<file path="config.mk">
export PLATFORM = sky130hd
export DESIGN_NAME = qalu_sum
export DESIGN_NICKNAME = d
export VERILOG_FILES = /design/src/design/qalu_pkg.sv /design/src/design/qalu_sum.sv
export SDC_FILE = /design/constraint.sdc
export NUM_CORES = 2
export LEC_CHECK = 0
export ABC_AREA = 0
export ABC_CLOCK_PERIOD_IN_PS = 1650
export BUFFER_PORTS_ARGS = -buffer_cell sky130_fd_sc_hd__buf_4
export CORE_MARGIN = 2
export CORE_UTILIZATION = 27
export DETAILED_ROUTE_END_ITERATION = 10
export GPL_TIMING_DRIVEN = 0
export SLEW_MARGIN = 10
export SYNTH_ARGS = -nofsm -noshare
export SYNTH_HDL_FRONTEND = slang
export SYNTH_SLANG_ARGS = --single-unit
</file>
<file path="constraint.sdc">
create_clock -name clk -period 1.65 [get_ports clk]
set_clock_uncertainty 0.2 [all_clocks]
set_input_delay 0.33 -clock clk [delete_from_list [all_inputs] [get_ports clk]]
set_output_delay 0.33 -clock clk [all_outputs]
set_load 0.01 [all_outputs]
</file>
<file path="src/design/qalu_pkg.sv">
// ----------------------------------------------------------------------------
// qalu_pkg: shared types and constants for the quaternion ALU
// Word format (signed Q3.F), action codes, payload structs and the
// control group passed between the product and sum stages.
// ----------------------------------------------------------------------------
package qalu_pkg;

	// Word format
	localparam int DATA_WIDTH = 32;
	localparam int FRAC_BITS  = DATA_WIDTH - 4;
	localparam int PROD_W     = 2 * DATA_WIDTH;          // full product
	localparam int RND_W      = PROD_W - FRAC_BITS;      // rounded product
	localparam int SUM_W      = RND_W + 2;               // sum of four terms
	localparam int LANES      = 4;                       // terms per component
	localparam int COMPS      = 4;                       // quaternion components

	// 1.0 in Q3.F, used to pass a word through a multiplier lane unchanged
	localparam logic signed [DATA_WIDTH-1:0] ONE_Q = {4'b0001, {FRAC_BITS{1'b0}}};

	// Half an LSB of the rounded product, added before truncation
	localparam logic signed [PROD_W-1:0] ROUND_HALF = PROD_W'(1) << (FRAC_BITS - 1);

	// Action codes; the two spare codes give an all-zero result
	typedef enum logic [2:0] {
		ACT_ADD    = 3'd0,
		ACT_SUB    = 3'd1,
		ACT_LIN    = 3'd2,
		ACT_CONJ   = 3'd3,
		ACT_MUL    = 3'd4,
		ACT_DOT    = 3'd5,
		ACT_SPARE6 = 3'd6,
		ACT_SPARE7 = 3'd7
	} action_t;

	// Input item
	typedef struct packed {
		logic [2:0]                    action;
		logic signed [DATA_WIDTH-1:0]  q_w;
		logic signed [DATA_WIDTH-1:0]  q_x;
		logic signed [DATA_WIDTH-1:0]  q_y;
		logic signed [DATA_WIDTH-1:0]  q_z;
		logic signed [DATA_WIDTH-1:0]  r_w;
		logic signed [DATA_WIDTH-1:0]  r_x;
		logic signed [DATA_WIDTH-1:0]  r_y;
		logic signed [DATA_WIDTH-1:0]  r_z;
		logic signed [DATA_WIDTH-1:0]  coef_q;
		logic signed [DATA_WIDTH-1:0]  coef_r;
	} in_item_t;

	// Result item
	typedef struct packed {
		logic signed [DATA_WIDTH-1:0]  out_w;
		logic signed [DATA_WIDTH-1:0]  out_x;
		logic signed [DATA_WIDTH-1:0]  out_y;
		logic signed [DATA_WIDTH-1:0]  out_z;
		logic                          saturated;
	} out_item_t;

	// Rounded products, [component][lane]
	typedef logic [COMPS-1:0][LANES-1:0][RND_W-1:0] prod_set_t;

	// Control between product and sum stages
	typedef struct packed {
		logic                            valid;
		logic [COMPS-1:0][LANES-1:0]     neg;
	} lane_ctrl_t;

endpackage

</file>
<file path="src/design/qalu_sum.sv">
// ----------------------------------------------------------------------------
// qalu_sum: term summation and saturation
// Adds or subtracts the four rounded products of each component, clips
// each sum to the word range and registers the result with its strobe.
// ----------------------------------------------------------------------------
module qalu_sum (
	input  logic                 clk,
	input  logic                 arst_n,
	input  qalu_pkg::prod_set_t  prod_s2,
	input  qalu_pkg::lane_ctrl_t ctrl_s2,
	output logic                 done,
	output qalu_pkg::out_item_t  result
);

	localparam int W = qalu_pkg::DATA_WIDTH;

	logic signed [qalu_pkg::SUM_W-1:0] acc [qalu_pkg::COMPS];
	logic signed [W-1:0]              clip [qalu_pkg::COMPS];
	logic [qalu_pkg::COMPS-1:0]       ovf;
	logic                             done_q;
	qalu_pkg::out_item_t              result_q;

	// Signed sum of four terms per component, then clip
	always_comb begin
		for (int c = 0; c < qalu_pkg::COMPS; c++) begin
			acc[c] = '0;
			for (int k = 0; k < qalu_pkg::LANES; k++) begin
				if (ctrl_s2.neg[c][k]) begin
					acc[c] = acc[c] - qalu_pkg::SUM_W'($signed(prod_s2[c][k]));
				end else begin
					acc[c] = acc[c] + qalu_pkg::SUM_W'($signed(prod_s2[c][k]));
				end
			end
			// out of range when the bits above the word are not a sign extension
			ovf[c] = !((&acc[c][qalu_pkg::SUM_W-1:W-1]) || !(|acc[c][qalu_pkg::SUM_W-1:W-1]));
			if (ovf[c]) begin
				clip[c] = acc[c][qalu_pkg::SUM_W-1] ? {1'b1, {(W-1){1'b0}}}
				                                    : {1'b0, {(W-1){1'b1}}};
			end else begin
				clip[c] = acc[c][W-1:0];
			end
		end
	end

	// Result register
	always_ff @(posedge clk) begin
		if (ctrl_s2.valid) begin
			result_q.out_w     <= clip[0];
			result_q.out_x     <= clip[1];
			result_q.out_y     <= clip[2];
			result_q.out_z     <= clip[3];
			result_q.saturated <= |ovf;
		end
	end

	always_ff @(posedge clk or negedge arst_n) begin
		if (!arst_n) begin
			done_q <= 1'b0;
		end else begin
			done_q <= ctrl_s2.valid;
		end
	end

	assign done   = done_q;
	assign result = result_q;

endmodule

</file>
Word-level counts from Yosys, hierarchy flattened
Index checks and enable logic that the tools add are counted.
W data, S select, Z words.
Cells by class
  eq/ne operators: 0
  add/sub/neg operators: 28
  divide/modulo/power cells: 0
  $mul: 0
  bitwise logic cells: 0
  reduce and logical (&&, ||, !) cells: 21
  $lt $le $gt $ge: 0
  multiplexer cells: 24
  shifts and indexed selects: 0
Operators by type and width (count)
  $mux W38: 16
  $add A38 B36 Y38: 12
  $sub A38 B36 Y38: 12
  $mux W32: 8
  $sub A1 B36 Y37 const A: 4
  $reduce_and A7 Y1: 4
  $reduce_or A7 Y1: 4
  $logic_not A1 Y1: 8
  $logic_or A1 B1 Y1: 4
  $reduce_or A4 Y1: 1
Word-level totals
  logic and storage cells: 79
  bits in read-only memories: 0
  bits in writable memories: 0
  memories: 0
  latch bits: 0
  output and inout port bits: 130
  register bits after elaboration: 130

Depth between registers and ports, before layout
  word-level depth: 13
  depth in mapped cells: 46

Least setup slack after synthesis
No wires, ideal clock.
  path type: input port to flip-flop
  start: input port prod_s2[150] (netlist bit)
  end: register result_q, in the netlist result[72] (data pin)
  path slack: -7472 ps
  stages on the path: 41
  data arrival time: 8668 ps
  required time: 1196 ps
  cells stage by stage: or4_1 or2_2 or3_1 o41ai_1 xnor2_1 ha_1 a21o_1 a21o_1 a221oi_1 a21oi_1 o21a_1 o21ai_0 nand2b_1 a21o_1 a21oi_1 xnor2_1 ha_1 o21a_1 [5 not listed] o21bai_1 a21o_1 a21o_1 a21oi_1 xnor2_1 ha_1 a21o_1 a21oi_1 nand2_1 a2111oi_0 nor3_1 o211a_1 nor3_1 xnor2_1 xor2_1 mux2_2 buf_4 a21o_1
RTL lines
  from (decl): RTL line qalu_sum.sv:9  | input qalu_pkg::prod_set_t prod_s2,
  to (decl): RTL line qalu_sum.sv:21  | qalu_pkg::out_item_t result_q;

==> metrics <==
post-synth cell types=88; grt ovf=0; Core ar.=141,000 um^2; # DRC=0; Layout Area Growth over Synthesis=36.4%; Ys Warns=0; PwrDens=2400 nW/um^2; total track usage=a little under a quarter; RSZ-0062 raised after global routing=true; placer congestion estimate=0.969; crit path DAT=approximately 9 ns; Worst VDD drop=~0.0014 V; Util after Layout=around 37%; Setup WS pre-CTS=-9.63 ns; Critical Path End Type=flip-flop; share of layout cells above drive strength 1=between 20% and 30%; ys flop type=edfxtp_1; synthesized area per cell=7.42 um^2; antenna viol nets, final=0; slowest stage delay, CP=0.53 ns; worst path bufs/invs=4; die footprint=145,000 um^2; Post-Syn Nets=6,219; relative slew slack=27.1%; vias per cell=5.28; DR WL/cell=21.6 um; initial antenna violation count=43; die height=380 um; Clock Pin Slew Worst Setup and Hold Paths=approximately 0.060 ns; post-DP HPWL=147,000 um; LEAKAGE=between 20 and 25 nW; sequential area share after synthesis=10.2%; Tightest Pin Transition=approximately 1.1 ns; Cell Rows=138; Slowest cell on crit path=or4_1; Initial Util=roughly 27%; outcome=finished, violations left; cell family with most CP delay=simple AND/OR/NAND/NOR gates; # setup viols final=141; Critical Path Source Type=primary input; FF+latch count, synth=130; Async SR Flop Fraction=0.769%; final non-filler cell total=8,026; largest fanout on the critical path=7; vias in the first global route=40,300; Initial DRT Pass Iterations=5; number of port buffers=slightly above 700; Initial DRC Count=2,886; global-route wire length before repair=249,000 um; # nets final=between 7,000 and 8,000; EDFF count, synth=around 130; Synth Instances=5,152; period utilisation layout=543%; count of maximum capacitance violations=0; CTS Sinks=130; final hold slack=0.0775 ns; CTS tree=yes; IO Count=725; clock tree buffer depth=2; CTS buffer count=17; cell depth of the worst hold path=1; Mapped Area=between 30,000 and 40,000 um^2; violated checks=negative setup slack; Root Driver=clkbuf_16; Worst EP required=1.68 ns; # H-tree levels=4; Final Worst Setup Slack=-7.30 ns; largest net degree at the start of global routing=76; critical path type=primary input to flip-flop; Hold Crit Class=primary input to flip-flop; routed vias=42,400; die width=between 300 and 400 um; drt total wl=between 150,000 and 200,000 um; critical path depth=46; cell count after placement=approximately 7,800; Slew Viols, Final=0; Max Clock Freq=112 MHz; Period minus WS final=approximately 9.0 ns; Final Hold Fails=0; Placed Area=46,700 um^2; final instance area=52,100 um^2
cell type report:
cell class	count	area (um^2)
Clock inverter	15	149
Buffer	102	802
Tap cell	1890	2360
Timing Repair Buffer	935	7610
Antenna cell	25	62.6
Sequential cell	130	3900
Inverter	223	865
Clock buffer	17	425
Fill cell	14800	88900
Multi-Input combinational cell	4689	36000
metal layers:
layer  wire length (um)  GRT usage (%)  vias up  part of all wire, %
li1                   -              -    20700                    -
met1              74500           28.3    20100                   43
met2              82700           38.9     1262                   48
met3               9670           3.57      264                  5.6
met4               6100           8.06       42                  3.5
met5                259              0        -                 0.15
Yosys cell counts (all sizes together) (16+ instances only):
| master | count | area [um^2] |
|---|---|---|
| a211o | 16 | 140 |
| a211oi | 38 | 285 |
| a21o | 292 | 2190 |
| a21oi | 563 | 2820 |
| a31o | 17 | 149 |
| a31oi | 73 | 457 |
| and2 | 35 | 219 |
| and3 | 41 | 257 |
| buf | 37 | 196 |
| clkbuf | 73 | 274 |
| edfxtp | 129 | 3870 |
| ha | 460 | 5760 |
| inv | 223 | 837 |
| mux2i | 23 | 243 |
| nand2 | 254 | 953 |
| nand2b | 104 | 658 |
| nand3 | 73 | 365 |
| nand4 | 38 | 238 |
| nor2 | 553 | 2080 |
| nor2b | 71 | 447 |
| nor3 | 184 | 921 |
| nor4 | 71 | 465 |
| o211ai | 25 | 193 |
| o21a | 84 | 631 |
| o21ai | 246 | 1230 |
| o21bai | 59 | 443 |
| o31a | 21 | 184 |
| o31ai | 52 | 390 |
| o41ai | 30 | 263 |
| or2 | 25 | 156 |
| or3 | 70 | 448 |
| or4 | 44 | 338 |
| xnor2 | 814 | 7130 |
| xor2 | 123 | 1080 |
per-stage QoR:
step / setup TNS [ns] / power (W)
floorplan: -837.70 / 0.0746
global placement: -1208.44 / 0.0974
detailed placement: -1122.09 / 0.0980
CTS: -886.01 / 0.119
global route: -929.44 / 0.135
finish: -892.79 / 0.125
where the power goes:
| part | internal (W) | switching, W | leakage, nW |
|---|---|---|---|
| clock | 0.00210 | 0.00180 | 0.271 |
| combinational | 0.0522 | 0.0597 | 20.4 |
| sequential | 0.00869 | 0.000897 | 1.28 |
| total | 0.0630 | 0.0624 | 22.0 |
registers in the layout, indices dropped and copies added, names as in the netlist:
register / flops
done: 1
result: 129
cells in the final DEF (no fill, tap or decap), drive strengths merged, types with 23 or more instances in the layout:
cell type / Yosys / layout
buf: 37 / 965
xnor2: 814 / 814
a21oi: 563 / 563
nor2: 553 / 553
ha: 460 / 460
a21o: 292 / 292
nand2: 254 / 254
o21ai: 246 / 246
inv: 223 / 229
nor3: 184 / 184
edfxtp: 129 / 129
xor2: 123 / 123
nand2b: 104 / 104
clkbuf: 73 / 87
o21a: 84 / 84
a31oi: 73 / 73
nand3: 73 / 73
nor2b: 71 / 71
nor4: 71 / 71
or3: 70 / 70
o21bai: 59 / 59
o31ai: 52 / 52
or4: 44 / 44
and3: 41 / 41
nand4: 38 / 38
a211oi: 38 / 38
and2: 35 / 35
o41ai: 30 / 30
diode: 0 / 25
o211ai: 25 / 25
or2: 25 / 25
mux2i: 23 / 23
cell families after synthesis:
family | after synthesis | share of synthesized area, %
AND/OR/NAND/NOR | 1621 | 21.0
XOR/XNOR | 942 | 21.8
multiplexers | 29 | 0.812
AO/OA/AOI/OAI | 1625 | 27.1
adder cells (fa/ha/maj) | 472 | 15.7
flip-flops | 130 | 10.2
buffers and inverters | 333 | 3.42
timing repair:
item                       4_1_cts  5_1_grt
buffers inserted               143       56
hold buffers                     2        0
gates cloned                    12        3
setup endpoints to repair      158      148
pin swaps                      196      165
hold endpoints to repair         1        0
resized for setup              394      272
path summary, 6_finish.rpt:
check	from	to	slack, ns
setup / recovery	prod_s2[0]	result[125]$_DFFE_PP_	-7.30
hold / removal	ctrl_s2[16]	result[63]$_DFFE_PP_	0.08
max in group asynchronous	arst_n	done$_DFF_PN0_	0.68
min in group asynchronous	arst_n	done$_DFF_PN0_	0.47
Power figures use the tool's default switching activity.
